File: config.mk
export PLATFORM = sky130hd
export DESIGN_NAME = sorted_set_intersection
export DESIGN_NICKNAME = d
export VERILOG_FILES = /design/src/rtl/ssi_pkg.sv /design/src/rtl/sorted_set_intersection.sv /design/src/rtl/ssi_cell.sv /design/src/rtl/ssi_chain.sv
export VERILOG_INCLUDE_DIRS = /design/src /design/src/rtl
export SDC_FILE = /design/constraint.sdc
export NUM_CORES = 2
export LEC_CHECK = 0
export BUFFER_PORTS_ARGS = -buffer_cell sky130_fd_sc_hd__buf_4
export CAP_MARGIN = 20
export CORE_ASPECT_RATIO = 1.5
export CORE_MARGIN = 3
export CORE_UTILIZATION = 56
export CTS_BUF_LIST = sky130_fd_sc_hd__clkbuf_8 sky130_fd_sc_hd__clkbuf_16
export DETAILED_ROUTE_END_ITERATION = 6
export GPL_TIMING_DRIVEN = 0
export PLACE_DENSITY = 0.82
export SLEW_MARGIN = 40
export SYNTH_ARGS = -nofsm -noshare
export SYNTH_HDL_FRONTEND = slang
export SYNTH_SLANG_ARGS = --single-unit
File: constraint.sdc
create_clock -name clock -period 9.5 [get_ports clock]
set_input_delay 1.9 -clock clock [delete_from_list [all_inputs] [get_ports clock]]
set_output_delay 1.9 -clock clock [all_outputs]
set_load 0.005 [all_outputs]
File: src/rtl/assert_macros.svh
// Assertion helpers used by the RTL.
`ifndef ASSERT_MACROS_SVH
`define ASSERT_MACROS_SVH
`ifndef SYNTHESIS
// Same-cycle implication.
`define ASSERT_IMPLIES(label, clk, rst, ante, cons) \
   label: assert property (@(posedge clk) disable iff (rst) (ante) |-> (cons)) \
      else $error("assertion failed: same-cycle implication");
// Next-cycle implication.
`define ASSERT_NEXT(label, clk, rst, ante, cons) \
   label: assert property (@(posedge clk) disable iff (rst) (ante) |=> (cons)) \
      else $error("assertion failed: next-cycle implication");
`else
`define ASSERT_IMPLIES(label, clk, rst, ante, cons)
`define ASSERT_NEXT(label, clk, rst, ante, cons)
`endif
`endif

File: src/rtl/ssi_pkg.sv
package ssi_pkg;

   localparam int ELEM_WIDTH         = 8;
   localparam int DEFAULT_LIST_DEPTH = 32;

   typedef enum logic [1:0] {
      MODE_LOAD_A  = 2'd0,
      MODE_LOAD_B  = 2'd1,
      MODE_COMPUTE = 2'd2
   } mode_type;

   typedef enum logic [1:0] {
      ST_IDLE,
      ST_MERGE,
      ST_FINISH
   } state_type;

   typedef struct packed {
      logic [1:0]            mode;
      logic [ELEM_WIDTH-1:0] value;
   } ssi_req_type;

   typedef struct packed {
      logic [ELEM_WIDTH-1:0] element;
      logic                  empty_res;
      logic                  last;
      logic                  overflow;
   } ssi_rsp_type;

   // Per-chain control: insert an element, shift toward the head, or clear.
   typedef struct packed {
      logic load;
      logic shift;
      logic clear;
   } ssi_ctrl_type;

endpackage

File: src/rtl/sorted_set_intersection.sv
// Load items (list A or B) leave busy low, so a new item may follow straight after.
// Compute item: busy while the merge walk shifts one or both cell chains per cycle, then
// in the finish state; the last result strobes as busy returns low.
// Results strobe for one cycle each on rsp_strobe; the receiver cannot stall.
// Synchronous active-high reset empties both lists and clears the overflow flag.
`include "assert_macros.svh"

module sorted_set_intersection #(
   parameter int LIST_DEPTH = ssi_pkg::DEFAULT_LIST_DEPTH
) (
   input  logic                 clock,
   input  logic                 reset,
   input  logic                 start,
   output logic                 busy,
   input  ssi_pkg::ssi_req_type req_item,
   output logic                 rsp_strobe,
   output ssi_pkg::ssi_rsp_type rsp_item
);
   import ssi_pkg::*;

   // Each list lives in a chain of cells kept sorted on insertion; cell 0 is the head.
   ssi_ctrl_type          ctrl_a, ctrl_b;
   logic [ELEM_WIDTH-1:0] head_a_value, head_b_value;
   logic                  head_a_valid, head_b_valid;
   logic                  full_a, full_b;

   state_type             state_ff, state_in;
   logic                  dropped_ff, dropped_in;
   logic                  pend_valid_ff, pend_valid_in;
   logic [ELEM_WIDTH-1:0] pend_value_ff, pend_value_in;
   logic                  rsp_strobe_ff, rsp_strobe_in;
   ssi_rsp_type           rsp_ff, rsp_in;

   logic accept, is_load_a, is_load_b, is_compute;
   logic both_valid, match, a_less;

   assign accept     = start && !busy;
   assign is_load_a  = accept && (req_item.mode == MODE_LOAD_A);
   assign is_load_b  = accept && (req_item.mode == MODE_LOAD_B);
   assign is_compute = accept && (req_item.mode == MODE_COMPUTE);

   assign both_valid = head_a_valid && head_b_valid;
   assign match      = both_valid && (head_a_value == head_b_value);
   assign a_less     = head_a_value < head_b_value;

   ssi_chain #(.LIST_DEPTH(LIST_DEPTH)) u_chain_a (
      .clock      (clock),
      .reset      (reset),
      .ctrl       (ctrl_a),
      .load_value (req_item.value),
      .head_value (head_a_value),
      .head_valid (head_a_valid),
      .full       (full_a)
   );

   ssi_chain #(.LIST_DEPTH(LIST_DEPTH)) u_chain_b (
      .clock      (clock),
      .reset      (reset),
      .ctrl       (ctrl_b),
      .load_value (req_item.value),
      .head_value (head_b_value),
      .head_valid (head_b_valid),
      .full       (full_b)
   );

   // Next state: walk while both heads hold elements, then emit the final item.
   always_comb begin
      state_in = state_ff;
      case (state_ff)
         ST_IDLE: begin
            if (is_compute) begin
               state_in = ST_MERGE;
            end
         end
         ST_MERGE: begin
            if (!both_valid) begin
               state_in = ST_FINISH;
            end
         end
         ST_FINISH: begin
            state_in = ST_IDLE;
         end
         default: begin
            state_in = ST_IDLE;
         end
      endcase
   end

   // Outputs and datapath control.
   always_comb begin
      ctrl_a        = '0;
      ctrl_b        = '0;
      dropped_in    = dropped_ff;
      pend_valid_in = pend_valid_ff;
      pend_value_in = pend_value_ff;
      rsp_strobe_in = 1'b0;
      rsp_in        = rsp_ff;
      busy          = 1'b1;
      case (state_ff)
         ST_IDLE: begin
            busy = 1'b0;
            // Insert into a list with room; drop and flag otherwise.
            ctrl_a.load = is_load_a && !full_a;
            ctrl_b.load = is_load_b && !full_b;
            if ((is_load_a && full_a) || (is_load_b && full_b)) begin
               dropped_in = 1'b1;
            end
            pend_valid_in = 1'b0;
         end
         ST_MERGE: begin
            // Advance the smaller head, or both on a match.
            ctrl_a.shift = both_valid && (match || a_less);
            ctrl_b.shift = both_valid && !a_less;
            if (match) begin
               // Hold the newest match; release the previous one, not last.
               if (pend_valid_ff) begin
                  rsp_strobe_in    = 1'b1;
                  rsp_in.element   = pend_value_ff;
                  rsp_in.empty_res = 1'b0;
                  rsp_in.last      = 1'b0;
                  rsp_in.overflow  = dropped_ff;
               end
               pend_valid_in = 1'b1;
               pend_value_in = head_a_value;
            end
         end
         ST_FINISH: begin
            // Emit the held match as last, or the empty marker; empty both lists.
            ctrl_a.clear     = 1'b1;
            ctrl_b.clear     = 1'b1;
            rsp_strobe_in    = 1'b1;
            rsp_in.element   = pend_valid_ff ? pend_value_ff : '0;
            rsp_in.empty_res = !pend_valid_ff;
            rsp_in.last      = 1'b1;
            rsp_in.overflow  = dropped_ff;
            dropped_in       = 1'b0;
            pend_valid_in    = 1'b0;
         end
         default: begin
            busy = 1'b1;
         end
      endcase
   end

   always_ff @(posedge clock) begin
      pend_value_ff <= pend_value_in;
      rsp_ff        <= rsp_in;
      if (reset) begin
         state_ff      <= ST_IDLE;
         dropped_ff    <= 1'b0;
         pend_valid_ff <= 1'b0;
         rsp_strobe_ff <= 1'b0;
      end else begin
         state_ff      <= state_in;
         dropped_ff    <= dropped_in;
         pend_valid_ff <= pend_valid_in;
         rsp_strobe_ff <= rsp_strobe_in;
      end
   end

   assign rsp_strobe = rsp_strobe_ff;
   assign rsp_item   = rsp_ff;

   `ASSERT_NEXT(a_compute_busy, clock, reset, is_compute, busy)
   `ASSERT_NEXT(a_finish_emits_last, clock, reset, state_ff == ST_FINISH,
                rsp_strobe_ff && rsp_ff.last)
   `ASSERT_NEXT(a_finish_empties, clock, reset, state_ff == ST_FINISH,
                !head_a_valid && !head_b_valid)
   `ASSERT_IMPLIES(a_empty_is_last, clock, reset, rsp_strobe_ff && rsp_ff.empty_res,
                   rsp_ff.last && (rsp_ff.element == '0))

endmodule

File: src/rtl/ssi_cell.sv
module ssi_cell (
   input  logic                             clock,
   input  logic                             reset,
   input  ssi_pkg::ssi_ctrl_type            ctrl,
   input  logic [ssi_pkg::ELEM_WIDTH-1:0]   load_value,
   input  logic [ssi_pkg::ELEM_WIDTH-1:0]   prev_value,
   input  logic                             prev_valid,
   input  logic                             prev_gt,
   input  logic [ssi_pkg::ELEM_WIDTH-1:0]   next_value,
   input  logic                             next_valid,
   output logic [ssi_pkg::ELEM_WIDTH-1:0]   value,
   output logic                             valid,
   output logic                             gt
);
   import ssi_pkg::*;

   logic [ELEM_WIDTH-1:0] value_ff, value_in;
   logic                  valid_ff, valid_in;

   // New element goes at or before this cell.
   assign gt = !valid_ff || (value_ff > load_value);

   always_comb begin
      value_in = value_ff;
      valid_in = valid_ff;
      if (ctrl.clear) begin
         valid_in = 1'b0;
      end else if (ctrl.load) begin
         if (gt && prev_gt) begin
            value_in = prev_value;
            valid_in = prev_valid;
         end else if (gt) begin
            value_in = load_value;
            valid_in = 1'b1;
         end
      end else if (ctrl.shift) begin
         value_in = next_value;
         valid_in = next_valid;
      end
   end

   always_ff @(posedge clock) begin
      value_ff <= value_in;
      if (reset) begin
         valid_ff <= 1'b0;
      end else begin
         valid_ff <= valid_in;
      end
   end

   assign value = value_ff;
   assign valid = valid_ff;

endmodule

File: src/rtl/ssi_chain.sv
module ssi_chain #(
   parameter int LIST_DEPTH = ssi_pkg::DEFAULT_LIST_DEPTH
) (
   input  logic                             clock,
   input  logic                             reset,
   input  ssi_pkg::ssi_ctrl_type            ctrl,
   input  logic [ssi_pkg::ELEM_WIDTH-1:0]   load_value,
   output logic [ssi_pkg::ELEM_WIDTH-1:0]   head_value,
   output logic                             head_valid,
   output logic                             full
);
   import ssi_pkg::*;

   logic [ELEM_WIDTH-1:0] value_w [LIST_DEPTH];
   logic                  valid_w [LIST_DEPTH];
   logic                  gt_w    [LIST_DEPTH];

   for (genvar i = 0; i < LIST_DEPTH; i++) begin : g_cell
      logic [ELEM_WIDTH-1:0] prev_value, next_value;
      logic                  prev_valid, prev_gt, next_valid;

      if (i == 0) begin : g_first
         assign prev_value = '0;
         assign prev_valid = 1'b0;
         assign prev_gt    = 1'b0;
      end else begin : g_mid
         assign prev_value = value_w[i-1];
         assign prev_valid = valid_w[i-1];
         assign prev_gt    = gt_w[i-1];
      end

      if (i == LIST_DEPTH - 1) begin : g_tail
         assign next_value = '0;
         assign next_valid = 1'b0;
      end else begin : g_body
         assign next_value = value_w[i+1];
         assign next_valid = valid_w[i+1];
      end

      ssi_cell u_cell (
         .clock      (clock),
         .reset      (reset),
         .ctrl       (ctrl),
         .load_value (load_value),
         .prev_value (prev_value),
         .prev_valid (prev_valid),
         .prev_gt    (prev_gt),
         .next_value (next_value),
         .next_valid (next_valid),
         .value      (value_w[i]),
         .valid      (valid_w[i]),
         .gt         (gt_w[i])
      );
   end

   assign head_value = value_w[0];
   assign head_valid = valid_w[0];
   assign full       = valid_w[LIST_DEPTH-1];

endmodule
==> metrics.json <==
{
  "worst-endpoint-required": {"value": 9900, "unit": "ps"},
  "fin_setup_tns": {"value": 0, "unit": "ps"},
  "die_area": {"value": 78000, "unit": "um2"},
  "detailedRoute.firstPassIterationCount": {"value": 7},
  "placed_area": {"value": 43500, "unit": "um2"},
  "cts_tree": {"value": "yes"},
  "seq_power_share": {"value": 42.8, "unit": "%"},
  "clockPowerShare": {"value": 31.7, "unit": "%"},
  "ir_worst_vdd": {"value": 226, "unit": "uV"},
  "grt_use_met3": {"value": 5.67, "unit": "%"},
  "globalplace.congestion": {"value": 1.01},
  "critical_path_capture_point_type": {"value": "flip-flop"},
  "cts-root-buf": {"value": "sky130_fd_sc_hd__clkbuf_16"},
  "global_route_usage_sum": {"value": 33.3, "unit": "%"},
  "start_util": {"value": 56.5, "unit": "%"},
  "slew_viol_final": {"value": 0},
  "multiplexer_share_of_the_synthesized_area": {"value": 11.2, "unit": "%"},
  "path_max_fanout": {"value": 42},
  "worst-endpoint-arrival": {"value": 6000, "unit": "ps"},
  "worst_clock_skew": {"value": 21.9, "unit": "ps"},
  "post-route-min-period": {"value": 5610, "unit": "ps"},
  "totalWireLength": {"value": 135000, "unit": "um"},
  "timing.slew.headroom": {"value": 36.5, "unit": "%"},
  "nets": {"value": 4829},
  "synth_async_sr_flop_share": {"value": 0, "unit": "%"},
  "final_cell_area": {"value": 45700, "unit": "um2"},
  "sw_frac_of_total": {"value": 33.6, "unit": "%"},
  "synthesis.nets": {"value": 4737},
  "clock_latency": {"value": 670, "unit": "ps"},
  "die_h": {"value": 341, "unit": "um"},
  "floorplan_core_area": {"value": 73900, "unit": "um2"},
  "max-cap-violations": {"value": 0},
  "grt.busiest_layer": {"value": "met2"},
  "numPortBuffers": {"value": 18},
  "grt_overflow_total": {"value": 0},
  "startpoint_to_endpoint_class_of_the_critical_path": {"value": "in -> reg"},
  "routed_vias": {"value": 36500},
  "post_synth_fa_ha_maj_area_fraction": {"value": 15.7, "unit": "%"},
  "grt_setup_unrepaired": {"value": "no"},
  "largest_net_degree_at_the_start_of_global_routing": {"value": 66},
  "clockBufferDepth": {"value": 3},
  "width_of_the_chip": {"value": 229, "unit": "um"},
  "post_synth_edffs": {"value": 531},
  "synth_compound_area_share": {"value": 16.2, "unit": "%"},
  "areaGrowthSynthToFinish": {"value": 9.42, "unit": "%"},
  "dominant_register_cell_in_the_synthesized_netlist": {"value": "sky130_fd_sc_hd__edfxtp_1"},
  "drc_violation_count_after_routing": {"value": 5},
  "htree_levels": {"value": 2},
  "synthSimpleGateAreaFrac": {"value": 12.1, "unit": "%"},
  "cts-resized-gates": {"value": 0},
  "yosysUniqueCellTypes": {"value": 63},
  "finalHoldViolations": {"value": 0},
  "global_route_wire_length_before_repair": {"value": 204000, "unit": "um"},
  "p_int": {"value": 0.00549, "unit": "W"},
  "layout_worst_path_cycle_share": {"value": 59.0, "unit": "%"},
  "synthesis.instances": {"value": 4199},
  "number_of_global_route_vias_before_repair": {"value": 36700},
  "synth_sequential_area_ratio": {"value": 41.5, "unit": "%"},
  "crit_path_start_kind": {"value": "input pin"},
  "placementRows": {"value": 122},
  "worst_hold_path_type": {"value": "reg -> reg"},
  "number_of_vias_per_cell": {"value": 6.84},
  "clkSinkCount": {"value": 600},
  "ant_nets": {"value": 0},
  "violations": {"value": "design-rule violations"},
  "synth-seq-cells": {"value": 600},
  "report.final.setup_viol": {"value": 0},
  "combinational_family_with_the_most_area_after_synthesis": {"value": "compound AO/OA/AOI/OAI gates"},
  "clk_pin_slew_worst_paths": {"value": 60, "unit": "ps"},
  "max_slew.worst_pin.slew": {"value": 952, "unit": "ps"},
  "detailedPlacementHpwl": {"value": 97800, "unit": "um"},
  "run_status": {"value": "complete, but fails checks"},
  "wl_per_cell": {"value": 25.2, "unit": "um"},
  "power.density": {"value": 181, "unit": "nW/um2"},
  "antenna_found_initial": {"value": 2},
  "static-leakage-power": {"value": 19.7, "unit": "nW"},
  "ctsHoldBuffers": {"value": 0},
  "cts_made_buffers": {"value": 60},
  "detailedRoute.firstIterationViolations": {"value": 3905},
  "yosysWarningCount": {"value": 0},
  "grt_util_met1": {"value": 35.2, "unit": "%"},
  "grt_use_met2": {"value": 57.9, "unit": "%"},
  "switchingPower": {"value": 0.00278, "unit": "W"},
  "postSynthAreaPerCell": {"value": 9.95, "unit": "um2"},
  "drive_gt1_share": {"value": 5.99, "unit": "%"},
  "io_pins": {"value": 26},
  "post_synth_xor_area_fraction": {"value": 0, "unit": "%"},
  "synth_area": {"value": 41800, "unit": "um2"},
  "post_cts.repair.setup_buffers": {"value": 0},
  "achievable-frequency": {"value": 178, "unit": "MHz"},
  "power_frac_comb": {"value": 25.4, "unit": "%"}
}
==> kinds of logic after synthesis <==
| family | Yosys count |
|---|---|
| AND/OR/NAND/NOR | 1101 |
| buffers and inverters | 345 |
| flip-flops | 600 |
| adder cells (fa/ha/maj) | 525 |
| multiplexers | 466 |
| AO/OA/AOI/OAI | 1162 |
==> metal layers <==
layer | vias up | part of all wire (%)
met5 | - | 0.024
met4 | 2 | 9.5
met3 | 803 | 7.9
met2 | 2154 | 49
met1 | 17500 | 34
li1 | 16100 | -
==> cells in the mapped netlist, drive strengths merged (9+ instances only) <==
cell type  number  area (um2)
a211oi         19         143
a21o           17         128
a21oi         241        1220
a22oi          39         293
a311oi          9        96.4
a31oi          29         282
and2           27         169
and3           27         169
and4           16         140
buf            96         443
clkbuf        159         597
dfxtp          69        1380
edfxtp        531       15900
ha            525        6570
inv            90         338
mux2i         466        4660
nand2         612        2300
nand3          82         410
nand4         113         707
nor2          102         385
nor2b          85         532
nor3           10        66.3
o211ai         64         485
o21a           20         150
o21ai         614        3080
o221ai         26         228
o22ai          26         163
o32ai          29         254
==> placed cells by master (no fill, tap or decap), types with 98 or more instances in the layout <==
master                     count
sky130_fd_sc_hd__a21oi_1     236
sky130_fd_sc_hd__clkbuf_1    133
sky130_fd_sc_hd__edfxtp_1    531
sky130_fd_sc_hd__ha_1        525
sky130_fd_sc_hd__inv_1        98
sky130_fd_sc_hd__mux2i_1     466
sky130_fd_sc_hd__nand2_1     612
sky130_fd_sc_hd__nand4_1     113
sky130_fd_sc_hd__nor2_1      101
sky130_fd_sc_hd__o21ai_0     605
==> per-stage QoR <==
stage	setup WS, ps	util [%]	instances	total power (W)	hold WS, ps
after floorplan	4050	-	4199	0.00484	408
after global placement	1650	58.4	5209	0.00548	433
after detailed placement	3470	58.9	5220	0.00560	437
after CTS	4070	61.8	5334	0.00817	452
after global routing	3690	61.9	5335	0.00855	464
final	3890	61.9	5338	0.00827	455
==> power groups by stage <==
stage / sequential, W / clock (W) / combinational [W]
floorplan: 0.00346 / 0 / 0.00137
finish: 0.00354 / 0.00262 / 0.00210
detailed placement: 0.00358 / 0 / 0.00202
CTS: 0.00353 / 0.00261 / 0.00204
global route: 0.00355 / 0.00270 / 0.00230
global placement: 0.00358 / 0 / 0.00190
==> path summary, 6_finish.rpt <==
path | from | endpoint | slack [ps] | cells after the start
worst max-delay path | req_item[6] | u_chain_a.g_cell[6].u_cell.value[0] | 3890 | 12
worst min-delay path | u_chain_a.g_cell[0].u_cell.value[0] | pend_value_ff[0] | 450 | 0
worst max register to register | u_chain_a.g_cell[0].u_cell.value[5] | u_chain_a.g_cell[22].u_cell.value[1] | 5420 | 8
worst min register to register | u_chain_a.g_cell[0].u_cell.value[0] | pend_value_ff[0] | 450 | 0
==> cell type report <==
class / count / area (um2)
fillers: 6011 / 28200
multi-input cells: 3254 / 23200
flip-flops and latches: 600 / 17300
clock buffers: 70 / 1720
well taps: 992 / 1240
plain buffers: 255 / 1070
clock inverters: 44 / 422
inverters: 90 / 373
repair buffers: 30 / 367
diodes: 3 / 7.51
==> flip-flops by register name, indices dropped and copies added, names as in the netlist <==
name,cells
dropped_ff,1
pend_valid_ff,1
pend_value_ff,8
rsp_item,11
rsp_strobe,1
state_ff,2
u_chain_a.g_cell.u_cell.valid,32
u_chain_a.g_cell.u_cell.value,256
u_chain_b.g_cell.u_cell.valid,32
u_chain_b.g_cell.u_cell.value,256
==> worst max-delay path, cell delays in order <==
cell                       delay, ps
sky130_fd_sc_hd__clkbuf_1        630
sky130_fd_sc_hd__clkbuf_1        620
sky130_fd_sc_hd__inv_6           260
sky130_fd_sc_hd__buf_16          320
sky130_fd_sc_hd__ha_1            340
sky130_fd_sc_hd__o21ai_0          80
sky130_fd_sc_hd__o21ai_0         220
sky130_fd_sc_hd__o21ai_0         120
sky130_fd_sc_hd__a21oi_1         430
sky130_fd_sc_hd__nand2_1         420
sky130_fd_sc_hd__mux2i_1         480
sky130_fd_sc_hd__o21ai_0         130
(Power assumes the default switching activity.)
